File: config.mk
export PLATFORM = sky130hd
export DESIGN_NAME = source_char_tokenizer_top
export DESIGN_NICKNAME = d
export VERILOG_FILES = /design/src/sct_pkg.sv /design/src/sct_front.sv /design/src/sct_queue.sv /design/src/sct_back.sv /design/src/source_char_tokenizer_top.sv
export SDC_FILE = /design/constraint.sdc
export NUM_CORES = 1
export LEC_CHECK = 0
export ABC_AREA = 1
export ABC_CLOCK_PERIOD_IN_PS = 12750
export BUFFER_PORTS_ARGS = -buffer_cell sky130_fd_sc_hd__buf_2
export CORE_ASPECT_RATIO = 0.8
export CORE_UTILIZATION = 59
export DETAILED_ROUTE_END_ITERATION = 16
export GPL_TIMING_DRIVEN = 0
export PLACE_DENSITY = 0.78
export REMOVE_ABC_BUFFERS = 1
export SLEW_MARGIN = 20
export SYNTH_ARGS = -nofsm -noshare
export SYNTH_HDL_FRONTEND = slang
export SYNTH_HIERARCHICAL = 1
export SYNTH_SLANG_ARGS = --single-unit
File: constraint.sdc
create_clock -name clk -period 12.75 [get_ports clk]
set_input_delay 0.6375 -clock clk [delete_from_list [all_inputs] [get_ports clk]]
set_output_delay 0.6375 -clock clk [all_outputs]
set_load 0.05 [all_outputs]
File: src/sct_pkg.sv
// Package for the source character tokenizer: types, character codes and
// token kinds shared by the front, queue and back modules.
// Depends on nothing.
`default_nettype none

package sct_pkg;

	localparam int OFFSET_BITS_DEF = 32;
	localparam int QUEUE_DEPTH_DEF = 4;
	localparam logic [15:0] FIRST_LINE_RST = 16'd1;

	localparam logic [7:0] CH_NUL = 8'h00;
	localparam logic [7:0] CH_TAB = 8'h09;
	localparam logic [7:0] CH_NL = 8'h0A;
	localparam logic [7:0] CH_CR = 8'h0D;
	localparam logic [7:0] CH_SPACE = 8'h20;
	localparam logic [7:0] CH_BANG = 8'h21;
	localparam logic [7:0] CH_QUOTE = 8'h22;
	localparam logic [7:0] CH_SLASH = 8'h2F;
	localparam logic [7:0] CH_ZERO = 8'h30;
	localparam logic [7:0] CH_NINE = 8'h39;
	localparam logic [7:0] CH_LT = 8'h3C;
	localparam logic [7:0] CH_EQ = 8'h3D;
	localparam logic [7:0] CH_GT = 8'h3E;
	localparam logic [7:0] CH_UPPER_A = 8'h41;
	localparam logic [7:0] CH_UPPER_Z = 8'h5A;
	localparam logic [7:0] CH_UNDER = 8'h5F;
	localparam logic [7:0] CH_LOWER_A = 8'h61;
	localparam logic [7:0] CH_LOWER_Z = 8'h7A;

	typedef enum logic [2:0] {
		MODE_IDLE    = 3'd0,
		MODE_NUMBER  = 3'd1,
		MODE_IDENT   = 3'd2,
		MODE_STRING  = 3'd3,
		MODE_OPER    = 3'd4,
		MODE_SLASH   = 3'd5,
		MODE_COMMENT = 3'd6
	} mode_t;

	typedef enum logic [3:0] {
		KIND_END      = 4'd0,
		KIND_NUMBER   = 4'd1,
		KIND_IDENT    = 4'd2,
		KIND_STRING   = 4'd3,
		KIND_NE       = 4'd4,
		KIND_EQEQ     = 4'd5,
		KIND_LE       = 4'd6,
		KIND_GE       = 4'd7,
		KIND_SINGLE   = 4'd8,
		KIND_UNCLOSED = 4'd9
	} kind_t;

	// One classified source byte as it travels through the queue.
	typedef struct packed {
		logic [7:0] ch;
		logic       is_nul;
		logic       is_digit;
		logic       is_alpha;
		logic       is_under;
		logic       is_quote;
		logic       is_slash;
		logic       is_eq;
		logic       is_opstart;
		logic       is_space;
		logic       is_newline;
	} item_t;

	typedef struct packed {
		kind_t        kind;
		logic [7:0]   code;
		logic [63:0]  value;
		logic [31:0]  start;
		logic [31:0]  length;
		logic [15:0]  line;
		logic         last;
	} result_t;

	function automatic item_t classify(input logic [7:0] c);
		item_t it;
		it.ch = c;
		it.is_nul = (c == CH_NUL);
		it.is_digit = (c >= CH_ZERO) && (c <= CH_NINE);
		it.is_alpha = ((c >= CH_LOWER_A) && (c <= CH_LOWER_Z)) ||
			((c >= CH_UPPER_A) && (c <= CH_UPPER_Z));
		it.is_under = (c == CH_UNDER);
		it.is_quote = (c == CH_QUOTE);
		it.is_slash = (c == CH_SLASH);
		it.is_eq = (c == CH_EQ);
		it.is_opstart = (c == CH_BANG) || (c == CH_EQ) || (c == CH_LT) || (c == CH_GT);
		it.is_space = (c == CH_SPACE) || (c == CH_TAB) || (c == CH_CR);
		it.is_newline = (c == CH_NL);
		return it;
	endfunction

endpackage

`default_nettype wire

File: src/sct_front.sv
// Front end of the tokenizer: accepts source bytes and classifies them into
// a registered item. Depends on sct_pkg.
`default_nettype none

module sct_front (
	input  wire logic          clk,
	input  wire logic          arst_n,
	input  wire logic          in_valid,
	output logic               in_ready,
	input  wire logic [7:0]    ch,
	output logic               item_valid,
	output sct_pkg::item_t     item,
	input  wire logic          item_ready
);

	logic           valid_s1;
	sct_pkg::item_t item_s1;

	// The stage refills in the same cycle that it drains.
	assign in_ready = !valid_s1 || item_ready;

	always_ff @(posedge clk or negedge arst_n) begin
		if (!arst_n) begin
			valid_s1 <= 1'b0;
		end else if (in_ready) begin
			valid_s1 <= in_valid;
		end
	end

	always_ff @(posedge clk) begin
		if (in_valid && in_ready) begin
			item_s1 <= sct_pkg::classify(ch);
		end
	end

	assign item_valid = valid_s1;
	assign item = item_s1;

endmodule

`default_nettype wire

File: src/sct_queue.sv
// Short first-in first-out queue of classified bytes between front and back.
// Depends on sct_pkg.
`default_nettype none

module sct_queue #(
	parameter int DEPTH = sct_pkg::QUEUE_DEPTH_DEF
) (
	input  wire logic           clk,
	input  wire logic           arst_n,
	input  wire logic           push_valid,
	output logic                push_ready,
	input  wire sct_pkg::item_t push_item,
	output logic                head_valid,
	output sct_pkg::item_t      head_item,
	input  wire logic           pop
);

	localparam int PW = (DEPTH > 1) ? $clog2(DEPTH) : 1;
	localparam int CW = $clog2(DEPTH + 1);
	localparam logic [PW-1:0] LAST_PTR = PW'(DEPTH - 1);
	localparam logic [CW-1:0] FULL_CNT = CW'(DEPTH);

	sct_pkg::item_t slots_q [DEPTH];
	logic [PW-1:0]  wr_ptr_q;
	logic [PW-1:0]  rd_ptr_q;
	logic [CW-1:0]  count_q;
	logic           do_push;
	logic           do_pop;

	assign push_ready = (count_q != FULL_CNT);
	assign head_valid = (count_q != '0);
	assign head_item = slots_q[rd_ptr_q];
	assign do_push = push_valid && push_ready;
	assign do_pop = pop && head_valid;

	always_ff @(posedge clk or negedge arst_n) begin
		if (!arst_n) begin
			wr_ptr_q <= '0;
			rd_ptr_q <= '0;
			count_q <= '0;
		end else begin
			if (do_push) begin
				wr_ptr_q <= (wr_ptr_q == LAST_PTR) ? '0 : wr_ptr_q + PW'(1);
			end
			if (do_pop) begin
				rd_ptr_q <= (rd_ptr_q == LAST_PTR) ? '0 : rd_ptr_q + PW'(1);
			end
			if (do_push && !do_pop) begin
				count_q <= count_q + CW'(1);
			end else if (do_pop && !do_push) begin
				count_q <= count_q - CW'(1);
			end
		end
	end

	always_ff @(posedge clk) begin
		if (do_push) begin
			slots_q[wr_ptr_q] <= push_item;
		end
	end

endmodule

`default_nettype wire

File: src/sct_back.sv
// Back end of the tokenizer: scan state machine, token building and the
// output register. Depends on sct_pkg.
`default_nettype none

module sct_back #(
	parameter int OFFSET_BITS = sct_pkg::OFFSET_BITS_DEF
) (
	input  wire logic           clk,
	input  wire logic           arst_n,
	input  wire logic           cfg_we,
	input  wire logic [15:0]    cfg_wdata,
	input  wire logic           head_valid,
	input  wire sct_pkg::item_t head_item,
	output logic                pop,
	output logic                out_valid,
	output sct_pkg::result_t    out_result,
	input  wire logic           out_ready
);

	localparam int OB = OFFSET_BITS;
	localparam logic [OB-1:0] ONE_OFF = OB'(1);

	// Offsets are kept at OB bits and shown on 32-bit fields.
	function automatic logic [31:0] to32(input logic [OB-1:0] v);
		logic [OB+31:0] w;
		w = {32'b0, v};
		return w[31:0];
	endfunction

	sct_pkg::mode_t mode_q;
	logic [63:0]    acc_q;
	logic [OB-1:0]  start_q;
	logic [OB-1:0]  pos_q;
	logic [15:0]    line_q;
	logic [7:0]     pend_q;
	logic [15:0]    first_line_q;
	logic           phase_q;
	logic           out_valid_q;
	sct_pkg::result_t out_q;

	sct_pkg::item_t   it;
	sct_pkg::result_t res_a;
	sct_pkg::result_t res_b;
	sct_pkg::result_t res_sel;
	logic             a_valid;
	logic             b_valid;
	logic             done;
	logic             two;
	logic             need_out;
	logic             step;
	logic             commit;
	logic             emit;
	logic [63:0]      digit;
	logic [OB-1:0]    span;
	sct_pkg::mode_t   nx_mode;
	logic [63:0]      nx_acc;
	logic [OB-1:0]    nx_start;
	logic [15:0]      nx_line;
	logic [7:0]       nx_pend;

	assign it = head_item;
	assign digit = {56'b0, it.ch - sct_pkg::CH_ZERO};
	assign span = pos_q - start_q;

	always_comb begin
		res_a = '0;
		res_b = '0;
		res_a.line = line_q;
		res_b.line = line_q;
		res_a.start = to32(start_q);
		res_b.start = to32(pos_q);
		a_valid = 1'b0;
		b_valid = 1'b0;
		done = 1'b0;
		nx_mode = mode_q;
		nx_acc = acc_q;
		nx_start = start_q;
		nx_line = line_q;
		nx_pend = pend_q;

		// Tokens that only the following byte can end are flushed first.
		case (mode_q)
			sct_pkg::MODE_NUMBER: begin
				if (it.is_digit) begin
					done = 1'b1;
					nx_acc = (acc_q << 3) + (acc_q << 1) + digit;
				end else begin
					a_valid = 1'b1;
					res_a.kind = sct_pkg::KIND_NUMBER;
					res_a.value = acc_q;
					res_a.length = to32(span);
					nx_mode = sct_pkg::MODE_IDLE;
				end
			end
			sct_pkg::MODE_IDENT: begin
				if (it.is_alpha || it.is_digit || it.is_under) begin
					done = 1'b1;
				end else begin
					a_valid = 1'b1;
					res_a.kind = sct_pkg::KIND_IDENT;
					res_a.length = to32(span);
					nx_mode = sct_pkg::MODE_IDLE;
				end
			end
			sct_pkg::MODE_OPER: begin
				a_valid = 1'b1;
				nx_mode = sct_pkg::MODE_IDLE;
				if (it.is_eq) begin
					done = 1'b1;
					res_a.length = 32'd2;
					if (pend_q == sct_pkg::CH_BANG) begin
						res_a.kind = sct_pkg::KIND_NE;
					end else if (pend_q == sct_pkg::CH_EQ) begin
						res_a.kind = sct_pkg::KIND_EQEQ;
					end else if (pend_q == sct_pkg::CH_LT) begin
						res_a.kind = sct_pkg::KIND_LE;
					end else begin
						res_a.kind = sct_pkg::KIND_GE;
					end
				end else begin
					res_a.kind = sct_pkg::KIND_SINGLE;
					res_a.code = pend_q;
					res_a.length = 32'd1;
				end
			end
			sct_pkg::MODE_SLASH: begin
				if (it.is_slash) begin
					done = 1'b1;
					nx_mode = sct_pkg::MODE_COMMENT;
				end else begin
					a_valid = 1'b1;
					res_a.kind = sct_pkg::KIND_SINGLE;
					res_a.code = sct_pkg::CH_SLASH;
					res_a.length = 32'd1;
					nx_mode = sct_pkg::MODE_IDLE;
				end
			end
			sct_pkg::MODE_STRING: begin
				done = 1'b1;
				if (it.is_quote) begin
					a_valid = 1'b1;
					res_a.kind = sct_pkg::KIND_STRING;
					res_a.length = to32(span + ONE_OFF);
					nx_mode = sct_pkg::MODE_IDLE;
				end else if (it.is_nul) begin
					a_valid = 1'b1;
					res_a.kind = sct_pkg::KIND_UNCLOSED;
					res_a.length = to32(span);
					b_valid = 1'b1;
					res_b.kind = sct_pkg::KIND_END;
				end
			end
			sct_pkg::MODE_COMMENT: begin
				done = 1'b1;
				if (it.is_newline) begin
					nx_line = line_q + 16'd1;
					nx_mode = sct_pkg::MODE_IDLE;
				end else if (it.is_nul) begin
					b_valid = 1'b1;
					res_b.kind = sct_pkg::KIND_END;
				end
			end
			default: begin
				nx_mode = sct_pkg::MODE_IDLE;
			end
		endcase

		if (!done) begin
			nx_start = pos_q;
			if (it.is_nul) begin
				b_valid = 1'b1;
				res_b.kind = sct_pkg::KIND_END;
			end else if (it.is_digit) begin
				nx_mode = sct_pkg::MODE_NUMBER;
				nx_acc = digit;
			end else if (it.is_alpha) begin
				nx_mode = sct_pkg::MODE_IDENT;
			end else if (it.is_quote) begin
				nx_mode = sct_pkg::MODE_STRING;
			end else if (it.is_slash) begin
				nx_mode = sct_pkg::MODE_SLASH;
			end else if (it.is_opstart) begin
				nx_mode = sct_pkg::MODE_OPER;
				nx_pend = it.ch;
			end else if (it.is_space) begin
				nx_mode = sct_pkg::MODE_IDLE;
			end else if (it.is_newline) begin
				nx_line = line_q + 16'd1;
			end else begin
				b_valid = 1'b1;
				res_b.kind = sct_pkg::KIND_SINGLE;
				res_b.code = it.ch;
				res_b.length = 32'd1;
			end
		end
	end

	// A byte with two results holds the queue head until its second result is emitted.
	assign two = a_valid && b_valid;
	assign need_out = a_valid || b_valid;
	assign step = head_valid && (!need_out || !out_valid_q || out_ready);
	assign commit = step && (!two || phase_q);
	assign emit = step && need_out;
	assign pop = commit;

	always_comb begin
		if (phase_q || !a_valid) begin
			res_sel = res_b;
		end else begin
			res_sel = res_a;
		end
		res_sel.last = !two || phase_q;
	end

	always_ff @(posedge clk or negedge arst_n) begin
		if (!arst_n) begin
			mode_q <= sct_pkg::MODE_IDLE;
			acc_q <= '0;
			start_q <= '0;
			pos_q <= '0;
			line_q <= sct_pkg::FIRST_LINE_RST;
			pend_q <= '0;
			first_line_q <= sct_pkg::FIRST_LINE_RST;
			phase_q <= 1'b0;
			out_valid_q <= 1'b0;
		end else begin
			if (commit) begin
				if (it.is_nul) begin
					mode_q <= sct_pkg::MODE_IDLE;
					acc_q <= '0;
					start_q <= '0;
					pos_q <= '0;
					line_q <= first_line_q;
					pend_q <= '0;
				end else begin
					mode_q <= nx_mode;
					acc_q <= nx_acc;
					start_q <= nx_start;
					pos_q <= pos_q + ONE_OFF;
					line_q <= nx_line;
					pend_q <= nx_pend;
				end
			end
			if (cfg_we) begin
				first_line_q <= cfg_wdata;
				if (mode_q == sct_pkg::MODE_IDLE && pos_q == '0) begin
					line_q <= cfg_wdata;
				end
			end
			if (commit) begin
				phase_q <= 1'b0;
			end else if (emit) begin
				phase_q <= 1'b1;
			end
			if (emit) begin
				out_valid_q <= 1'b1;
			end else if (out_ready) begin
				out_valid_q <= 1'b0;
			end
		end
	end

	always_ff @(posedge clk) begin
		if (emit) begin
			out_q <= res_sel;
		end
	end

	assign out_valid = out_valid_q;
	assign out_result = out_q;

	// The second result of a byte is only pending while that byte is at the head.
	a_phase_head: assert property (@(posedge clk) disable iff (!arst_n)
		phase_q |-> head_valid)
		else $error("second-result phase without a queued byte");

	// A result that is not the last of its byte is followed by the second phase.
	a_phase_follows: assert property (@(posedge clk) disable iff (!arst_n)
		emit && !res_sel.last |=> phase_q)
		else $error("first of two results not followed by second phase");

	// End of source returns the scanner to its start state.
	a_nul_clears: assert property (@(posedge clk) disable iff (!arst_n)
		commit && it.is_nul |=> mode_q == sct_pkg::MODE_IDLE && pos_q == '0)
		else $error("end of source did not clear scan state");

	// A byte that is retired with a result always loads the output register.
	a_commit_emits: assert property (@(posedge clk) disable iff (!arst_n)
		commit && need_out |=> out_valid_q)
		else $error("retired byte lost its result");

endmodule

`default_nettype wire

File: src/source_char_tokenizer_top.sv
// A byte passes the front register and the queue before the output register.
// Throughput: one byte per cycle unless the output stalls; a byte with two
// results holds the back end until both are in the single output register. A
// short queue lets the front keep taking bytes meanwhile. Reset (arst_n low)
// clears all control and scan state at once, sets first_line to 1, and needs no
// clearing pass. Depends on sct_pkg, sct_front, sct_queue and sct_back.
`default_nettype none

module source_char_tokenizer_top #(
	parameter int OFFSET_BITS = sct_pkg::OFFSET_BITS_DEF,
	parameter int QUEUE_DEPTH = sct_pkg::QUEUE_DEPTH_DEF
) (
	input  wire logic        clk,
	input  wire logic        arst_n,
	input  wire logic        cfg_we,
	input  wire logic [15:0] cfg_wdata,
	input  wire logic        in_valid,
	output logic             in_ready,
	input  wire logic [7:0]  ch,
	output logic             out_valid,
	input  wire logic        out_ready,
	output logic [3:0]       token_kind,
	output logic [7:0]       char_code,
	output logic [63:0]      number_value,
	output logic [31:0]      token_start,
	output logic [31:0]      token_length,
	output logic [15:0]      line_number,
	output logic             last
);

	// The front registers and classifies each byte transfer; the queue
	// decouples it from the back end, which runs the scan state machine.
	logic             f_valid;
	logic             f_ready;
	sct_pkg::item_t   f_item;
	logic             q_valid;
	sct_pkg::item_t   q_item;
	logic             q_pop;
	sct_pkg::result_t result;

	sct_front u_front (
		.clk        (clk),
		.arst_n     (arst_n),
		.in_valid   (in_valid),
		.in_ready   (in_ready),
		.ch         (ch),
		.item_valid (f_valid),
		.item       (f_item),
		.item_ready (f_ready)
	);

	sct_queue #(
		.DEPTH (QUEUE_DEPTH)
	) u_queue (
		.clk        (clk),
		.arst_n     (arst_n),
		.push_valid (f_valid),
		.push_ready (f_ready),
		.push_item  (f_item),
		.head_valid (q_valid),
		.head_item  (q_item),
		.pop        (q_pop)
	);

	// The back end holds first_line and loads the line count from it when a
	// write arrives at the start of source.
	sct_back #(
		.OFFSET_BITS (OFFSET_BITS)
	) u_back (
		.clk        (clk),
		.arst_n     (arst_n),
		.cfg_we     (cfg_we),
		.cfg_wdata  (cfg_wdata),
		.head_valid (q_valid),
		.head_item  (q_item),
		.pop        (q_pop),
		.out_valid  (out_valid),
		.out_result (result),
		.out_ready  (out_ready)
	);

	assign token_kind = result.kind;
	assign char_code = result.code;
	assign number_value = result.value;
	assign token_start = result.start;
	assign token_length = result.length;
	assign line_number = result.line;
	assign last = result.last;

endmodule

`default_nettype wire

### Yosys cells after proc, flatten, opt, wreduce, memory -nomap -nowiden

Memory sizes are Yosys's and may differ from the RTL's.
Cells that the tools add are included.

| storage, ports and cells | value |
|---|---|
| flip-flop bits (word level) | 356 |
| bits in writable memories | 72 |
| input port bits | 29 |
| output and inout port bits | 159 |
| word-level logic and storage cells | 241 |
| memories | 1 |

Memories:

| name | depth | width | rd ports | clocked after memory_dff | write ports | RTL line | text |
|---|---|---|---|---|---|---|---|
| u_queue.slots_q | 4 | 18 | 1 | 0 | 1 | sct_queue.sv:23 | `sct_pkg::item_t slots_q [DEPTH];` |

| cells by class | value |
|---|---|
| $add $sub $neg | 11 |
| magnitude comparators | 6 |
| eq/ne operators | 28 |
| muxes and demuxes | 117 |
| bitwise operators | 1 |
| reduce and logical (&&, ||, !) cells | 46 |

Operators with widths:

| cell | count |
|---|---|
| $mux W32 | 15 |
| $mux W64 | 7 |
| $mux W16 | 14 |
| $pmux W32 S5 | 1 |
| $mux W157 | 1 |
| $mux W12 | 9 |
| $eq A8 B6 Y1 const B | 10 |
| $mux W8 | 9 |
| $add A32 B1 Y32 const B | 2 |
| $add A64 B64 Y64 | 1 |
| $add A64 B8 Y64 | 1 |
| $mux W3 | 15 |
| $logic_not A32 Y1 | 1 |
| $sub A32 B32 Y32 | 1 |
| $mux W1 | 30 |
| $eq A8 B4 Y1 const B | 3 |
| $mux W4 | 6 |
| $pmux W4 S5 | 1 |
| $add A16 B1 Y16 const B | 1 |
| $ge A8 B7 Y1 const B | 2 |
| $le A8 B7 Y1 const B | 2 |
| $pmux W8 S2 | 1 |
| $pmux W3 S5 | 1 |
| $logic_or A1 B1 Y1 | 14 |
| other kinds (28) | 61 |

### Depth between registers and ports, before layout

Gate-level depths: netlist (run 1).
An unclocked memory read counts as a cell.

| depth | value |
|---|---|
| depth in word-level cells | 23 |
| depth in mapped cells | 28 |
| mapped depth without buffers | 27 |

### Hierarchy

Netlist (run 1), hierarchy kept.

By module, submodules not included:

| module | instances | cells an instance | area an instance (µm²) | sequential area each (µm²) |
|---|---|---|---|---|
| sct_back | 1 | 3,093 | 23,353.6 | 9,046.2 |
| sct_queue | 1 | 268 | 3,350.7 | 2,337.2 |
| sct_front | 1 | 65 | 788.3 | 565.5 |

### Least setup slack after synthesis (run 1)

No wires, ideal clock.

| path | value |
|---|---|
| path kind | reg2reg |
| from | register u_queue.rd_ptr_q[0] |
| to | register u_back.out_q, in the netlist u_back/out_result[0] (enable) |
| setup time | 0.510 ns |
| arrival time | 5.134 ns |
| data required time | 12.240 ns |
| path slack | 7.106 ns |
| cell stages (with the launch flop) | 16 |
| path buffers | 3 |
| clock period less this slack | 5.644 ns |
| cells stage by stage | dfrtp_1 > buf_6 > buf_6 > o211ai_1 > nand2_1 > buf_4 > inv_1 > a21oi_4 > nor3_4 > nand2_1 > nand2_1 > nand2_1 > nand3_1 > and2_4 > nand2_1 > inv_1 |

RTL lines:

| element | RTL line | text |
|---|---|---|
| from (decl) | sct_queue.sv:25 | `logic [PW-1:0] rd_ptr_q;` |
| from (signal assigned) | sct_queue.sv:46 | `rd_ptr_q <= (rd_ptr_q == LAST_PTR) ? '0 : rd_ptr_q + PW'(1);` |
| to (signal assigned) | sct_back.sv:265 | `out_q <= res_sel;` |
| to (decl) | sct_back.sv:39 | `sct_pkg::result_t out_q;` |

==> results of run 1 <==
flip-flops by register name, indices dropped and copies added (netlist names), 8 cells and up:
signal and count:
u_back/out_result 157, u_back/start_q 32, u_back/first_line_q 16, u_back/pos_q 32
u_back/line_q 16, u_back/acc_q 64, u_front/item 18, u_back/pend_q 8
u_queue/slots_q 72
worst max-delay path: cells and delay by family, from the launching register on:
family | cells | cell delay (ns)
and+or+nand+nor | 11 | 3.11
adders and majority gates | 2 | 0.61
buffers and inverters | 8 | 2.38
AOI/OAI and AO/OA | 2 | 0.90
DFF | 1 | 0.73
power groups by stage:
stage	clock, W	sequential, W	combinational (W)
detailed placement	0	0.00239	0.00520
floorplan	0	0.00336	0.00273
global placement	0	0.00250	0.00492
finish	0.00140	0.00237	0.00533
global route	0.00147	0.00241	0.00577
CTS	0.00142	0.00237	0.00524
per-stage QoR:
stage / hold slack [ns] / setup slack, ns / setup TNS [ns] / util
CTS: 0.222 / 5.02 / 0 / 0.670
floorplan: 0.342 / 3.78 / 0 / -
detailed placement: 0.474 / 5.08 / 0 / 0.635
global placement: 0.461 / -0.334 / -48.51 / 0.626
global route: 0.232 / 4.40 / 0 / 0.670
finish: 0.246 / 4.68 / 0 / 0.670
cell usage in the layout, fill, tap and decap left out, types with 54 or more instances in the layout:
master	Yosys	final
dfrtp_1	179	178
nor3_1	54	54
inv_1	461	458
nand2_1	725	723
edfxtp_1	247	247
ha_1	161	161
nand3_1	148	148
nand4_1	60	60
a21oi_1	251	249
buf_2	17	186
nor2_1	361	356
o211ai_1	62	62
o21ai_0	269	269
metal layers:
metal  wire, microns  part of all wire
met3            6730             0.081
met2           37200              0.45
met1           36900              0.44
met5               0                 0
met4            2330             0.028
layout make-up:
type                    count  share of cell area
well taps                 612              0.0249
clock inverters            28              0.0130
flip-flops and latches    428               0.389
inverters                 479              0.0589
clock buffers              54              0.0388
multi-input cells        2422               0.433
repair buffers            208              0.0424
kinds of logic after synthesis:
group                      Yosys count  synth area share
buffers and inverters              576            0.0838
and+or+nand+nor                   1418             0.219
adders and majority gates          169            0.0791
DFF                                428             0.435
xor gates and xnor gates            58            0.0185
AOI/OAI and AO/OA                  766             0.161
muxes                               11           0.00446
worst max-delay path by stage:
stage | start | to | slack, ns | cells after the start
final | u_queue/rd_ptr_q[1] | u_queue/count_q[2] | 4.68 | 23
after global routing | u_queue/rd_ptr_q[1] | u_queue/count_q[2] | 4.40 | 23
after CTS | u_queue/rd_ptr_q[1] | u_queue/count_q[2] | 5.02 | 23
after detailed placement | u_queue/rd_ptr_q[1] | u_queue/count_q[2] | 5.08 | 23
after global placement | u_queue/rd_ptr_q[0] | u_back/out_result[127] | -0.33 | 10
after floorplan | u_queue/rd_ptr_q[0] | u_back/out_result[0] | 3.78 | 10
==> impl_metrics.py, run 1 <==
metrics = {
    "global_route": {
        "grt_pass1_vias": 23900,
        "met3_usage": 0.0544,
        "overflow": 0,
        "grt_pass1_wl_mm": 131,
        "busiest_layer": "met2",
        "grt_use_met1": 0.501,
        "grt_use_met2": 0.538,
        "grt_max_degree": 94,
        "grt_usage": 0.348,
        "antenna_found_initial": 0,
    },
    "clock_tree": {
        "ctsHoldBuffers": 1,
        "cts_buffers": 44,
        "clock_latency_ns": 0.61,
        "clk_pin_slew_worst_paths_ns": 0.07,
        "root_buffer": "clkbuf_16",
        "cts-htree-levels": 2,
        "tritoncts": "built",
        "post_cts_buffers": 0,
        "cts-resized-gates": 0,
        "clockBufferDepth": 3,
        "clock_sinks": 428,
    },
    "layout": {
        "fin_nets": 3781,
        "fin_cells": 4231,
        "drive_gt1_frac": 0.0992,
        "fill_cells": 3814,
        "ff_latch_area_sq_mm": 0.0120,
        "stdcell_area_sq_mm": 0.0307,
        "area_delta_synth_final_pct": 11.6,
        "multi_input_area_sq_mm": 0.0133,
        "antennaDiodeCount": 0,
    },
    "detailed_routing": {
        "wire_per_inst_microns": 19.6,
        "drc_errors": 0,
        "vias": 25200,
        "routed_wl_mm": 83.1,
        "viasPerCell": 5.96,
        "drt-initial-drc-count": 2608,
        "firstDrtPassIters": 5,
        "ant_nets": 0,
    },
    "floorplan": {
        "rows": 70,
        "floorplan.initialDensity": 0.600,
        "core-area_sq_mm": 0.0458,
        "fp.dieW_microns": 243,
        "die_h_microns": 195,
        "dieArea_sq_mm": 0.0475,
        "io_pins": 188,
    },
    "critical_path": {
        "cp_data_arrival_time_ns": 8.57,
        "cp.required_ns": 13.25,
        "r2r_start": "u_queue/rd_ptr_q[1]",
        "critPathKind": "register to register",
        "ff2ff_setup_slack_ns": 4.68,
        "cp_slowest_cell": "nand2_1",
        "critPathLaunchType": "register",
        "reg2reg_to": "u_queue/count_q[2]",
        "r2r_cells": 23,
        "crit_path_frequent_cell": "nand2_1",
        "crit_chain": "inv_2, o211ai_2, nand2_1, inv_2, a21oi_4, nor3_4, nand2_1, nand2_1, nor2_4, inv_2, nor2_1, inv_2, nand2_4, inv_4, buf_16, nand2_1, ha_1, inv_1, fa_1, inv_1, nand2_1, nand4_1, nand2_1",
        "crit_path_max_incr_delay_ns": 0.88,
        "crit_fanout": 77,
        "end_kind": "register",
    },
    "place": {
        "placed_area_sq_mm": 0.0291,
        "portBuffers": 187,
        "gp_congestion": 0.982,
        "hpwl_mm": 61.8,
        "placed_cells": 4148,
    },
    "yosys": {
        "netlist_top_cells_area": "edfxtp_1, dfrtp_1, nand2_1, ha_1, inv_1",
        "avgSynthCellArea_sq_um": 8.02,
        "syn-cell-area_sq_mm": 0.0275,
        "synth_top_area_frac": 0.270,
        "seq_area_frac_synth": 0.435,
        "async_flop_share": 0.423,
        "ys_types": 63,
        "syn_inst": 3426,
        "yosys-top-cells-count": "nand2_1, inv_1, nor2_1",
        "synth_ff_type": "edfxtp_1",
        "ys_ff_latch": 428,
        "yosys_warnings": 6,
        "synth_edf_count": 247,
        "yosys.area.top_type": "edfxtp_1",
        "yosysMostFrequentCell": "nand2_1",
    },
    "pwr": {
        "power_frac_clock": 0.154,
        "peakVddDrop_mv": 0.550,
        "p_switching_w": 0.00486,
        "intPower_w": 0.00424,
        "seq_power_share": 0.260,
        "pwr_density_cell_mw_per_mm2": 296,
        "swShare": 0.535,
        "p_leak_nw": 13.6,
        "combinationalPowerShare": 0.586,
        "total_power_w": 0.00910,
    },
    "sta": {
        "slew_violations": 0,
        "rsz0062_at_grt": "false",
        "worstMarginPinSlew_ns": 1.18,
        "fin_crit_ns": 8.07,
        "setup_violations": 0,
        "period_share": 0.633,
        "slew_headroom": 0.210,
        "max_freq_mhz": 124,
        "hold_viol_final": 0,
        "fin_skew_ns": 0.0410,
    },
    "min_path": {
        "worstHoldStart": "in_valid",
        "min_to": "u_front/item_valid",
        "worstHoldPathCells": 3,
        "hold_class": "primary input to register",
    },
    "job": {
        "drv_cap": 0,
    },
    "status": {
        "status": "complete, no violations",
    },
}
Note: power is estimated with default switching activity, not from simulation.
==> run 2: changes to the inputs <==
--- a/config.mk
+++ b/config.mk
@@ -6,7 +6,7 @@
 export NUM_CORES = 1
 export LEC_CHECK = 0
 export ABC_AREA = 1
-export ABC_CLOCK_PERIOD_IN_PS = 12750
+export ABC_CLOCK_PERIOD_IN_PS = 7550
 export BUFFER_PORTS_ARGS = -buffer_cell sky130_fd_sc_hd__buf_2
 export CORE_ASPECT_RATIO = 0.8
 export CORE_UTILIZATION = 59
==> constraint.sdc (replaced) <==
create_clock -name clk -period 7.55 [get_ports clk]
set_input_delay 0.3775 -clock clk [delete_from_list [all_inputs] [get_ports clk]]
set_output_delay 0.3775 -clock clk [all_outputs]
set_load 0.05 [all_outputs]
==> run 2 against run 1 <==
Critical path depth decreased by 2. Global-route usage about the same. Sequential share of layout area shrank 0.078 points. Fmax up 13%. Highest routed layer unchanged. Die area did not move. Sequential power increased by 69%. Via count barely moved.
==> impl_metrics.py, run 2 (same netlist as run 1, synthesis figures left out) <==
metrics = {
    "status": {
        "status": "complete, no violations",
    },
    "detailed_routing": {
        "wire_per_inst_microns": 19.6,
        "ant_nets": 0,
        "firstDrtPassIters": 6,
        "routed_wl_mm": 83.1,
        "viasPerCell": 5.95,
        "vias": 25200,
        "drc_errors": 0,
        "drt-initial-drc-count": 2617,
    },
    "layout": {
        "fill_cells": 3798,
        "fin_cells": 4236,
        "fin_nets": 3786,
        "stdcell_area_sq_mm": 0.0308,
        "drive_gt1_frac": 0.0993,
        "ff_latch_area_sq_mm": 0.0120,
        "multi_input_area_sq_mm": 0.0133,
        "area_delta_synth_final_pct": 11.9,
        "layout.cells.most_common_list": "nand2_1, inv_1, nor2_1",
        "layout_commonest_cell": "nand2_1",
        "postLayoutCoreUtil": 0.671,
        "antennaDiodeCount": 0,
        "largest_register_ffs": 157,
    },
    "clock_tree": {
        "post_cts_buffers": 0,
        "tritoncts": "built",
        "clk_pin_slew_worst_paths_ns": 0.07,
        "clock_sinks": 428,
        "cts_buffers": 44,
        "root_buffer": "clkbuf_16",
        "clock_latency_ns": 0.62,
        "cts-htree-levels": 2,
        "clockBufferDepth": 3,
    },
    "critical_path": {
        "crit_family": "buffers and inverters",
        "critPathLaunchType": "register",
        "r2r_start": "u_queue/rd_ptr_q[1]",
        "crit_buf_inv": 7,
        "cp_slowest_cell": "dfrtp_1",
        "r2r_cells": 21,
        "cp_data_arrival_time_ns": 7.62,
        "worstSetupEndpoint": "u_queue/count_q[1]",
        "end_kind": "register",
        "crit_chain": "inv_2, o211ai_2, nand2_2, inv_2, a21oi_4, nor3_4, nand2_1, nand2_1, nor2_4, inv_2, nor2_1, inv_2, nand2_8, inv_4, buf_16, nand2_1, ha_1, inv_1, fa_1, nand2_1, o21ai_0",
        "critPathKind": "register to register",
        "critPathLaunch": "u_queue/rd_ptr_q[1]",
        "crit_path_max_incr_delay_ns": 0.93,
        "ff2ff_setup_slack_ns": 0.41,
        "path_depth": 21,
        "reg2reg_to": "u_queue/count_q[1]",
        "crit_fanout": 77,
        "cp.required_ns": 8.04,
    },
    "pwr": {
        "p_switching_w": 0.00821,
        "p_leak_nw": 13.6,
        "seq_power_share": 0.260,
        "peakVddDrop_mv": 0.925,
        "power_frac_clock": 0.154,
        "total_power_w": 0.0154,
        "swShare": 0.534,
        "pwr_density_cell_mw_per_mm2": 500,
        "intPower_w": 0.00716,
        "combinationalPowerShare": 0.586,
    },
    "min_path": {
        "hold_class": "primary input to register",
    },
    "floorplan": {
        "fp.dieW_microns": 243,
        "core-area_sq_mm": 0.0458,
        "dieArea_sq_mm": 0.0475,
        "rows": 70,
        "die_h_microns": 195,
        "io_pins": 188,
        "floorplan.initialDensity": 0.600,
    },
    "global_route": {
        "grt_pass1_vias": 23900,
        "grt_pass1_wl_mm": 131,
        "grt_usage": 0.348,
        "antenna_found_initial": 0,
        "overflow": 0,
        "grt_max_degree": 94,
    },
    "sta": {
        "rsz0062_at_grt": "false",
        "hold_viol_final": 0,
        "max_freq_mhz": 140,
        "period_share": 0.945,
        "slew_violations": 0,
        "slew_headroom": 0.241,
        "fin_crit_ns": 7.14,
        "fin_skew_ns": 0.0418,
        "worstMarginPinSlew_ns": 1.13,
        "whs_ns": 0.0278,
        "setup_violations": 0,
    },
    "place": {
        "placed_cells": 4148,
        "hpwl_mm": 61.8,
        "placed_area_sq_mm": 0.0291,
        "gp_congestion": 0.982,
        "portBuffers": 187,
    },
    "job": {
        "drv_cap": 0,
    },
}
==> run 2: final cells by class <==
| type | count | area share |
|---|---|---|
| tap | 612 | 0.0249 |
| clock buffer | 54 | 0.0387 |
| sequential | 428 | 0.389 |
| inverter | 479 | 0.0588 |
| clock inverter | 28 | 0.0130 |
| multi-input combinational | 2422 | 0.432 |
| timing repair buffer | 213 | 0.0439 |
==> run 2: repair_timing <==
item,in CTS,in global routing
setup endpoints to repair,26,35
gates resized for setup,1,1
hold endpoints to repair,40,0
hold buffers,6,0
pin swaps,0,0
==> run 2: worst register-to-register path, delay by kind of cell, from the launching register on <==
kind	cells	cell delay, ns
DFF	1	0.93
adders and majority gates	2	0.65
AOI/OAI and AO/OA	3	0.64
buffers and inverters	7	2.61
and+or+nand+nor	9	2.15
==> run 2: metrics by stage <==
stage                TNS, ns  setup WS [ns]
global placement    -1708.56          -5.53
global route               0          0.100
finish                     0          0.412
floorplan            -222.84          -1.42
CTS                        0          0.302
detailed placement    -0.189         -0.119
==> run 2: worst min-delay path by stage <==
stage,startpoint,endpoint,slack (ns),cells past startpoint
detailed placement,arst_n,u_back/acc_q[17],0.28,1
floorplan,arst_n,u_back/acc_q[0],0.08,0
finish,ch[2],u_front/item[12],0.03,1
global placement,u_front/item[17],u_queue/slots_q[2][17],0.46,0
CTS,ch[2],u_front/item[12],0.01,1
global route,cfg_wdata[3],u_back/first_line_q[3],0.02,2
==> run 2: per-layer routing <==
metal,global-route usage,part of all wire
met4,0.113,0.028
met5,0,0
met1,0.502,0.44
met3,0.0548,0.087
met2,0.538,0.45
==> run 2: power groups by stage <==
stage,clock network (W),logic [W],registers [W]
after floorplan,0,0.00458,0.00561
after global placement,0,0.00817,0.00404
after detailed placement,0,0.00878,0.00403
after CTS,0.00240,0.00885,0.00400
after global routing,0.00248,0.00975,0.00408
final,0.00236,0.00900,0.00400
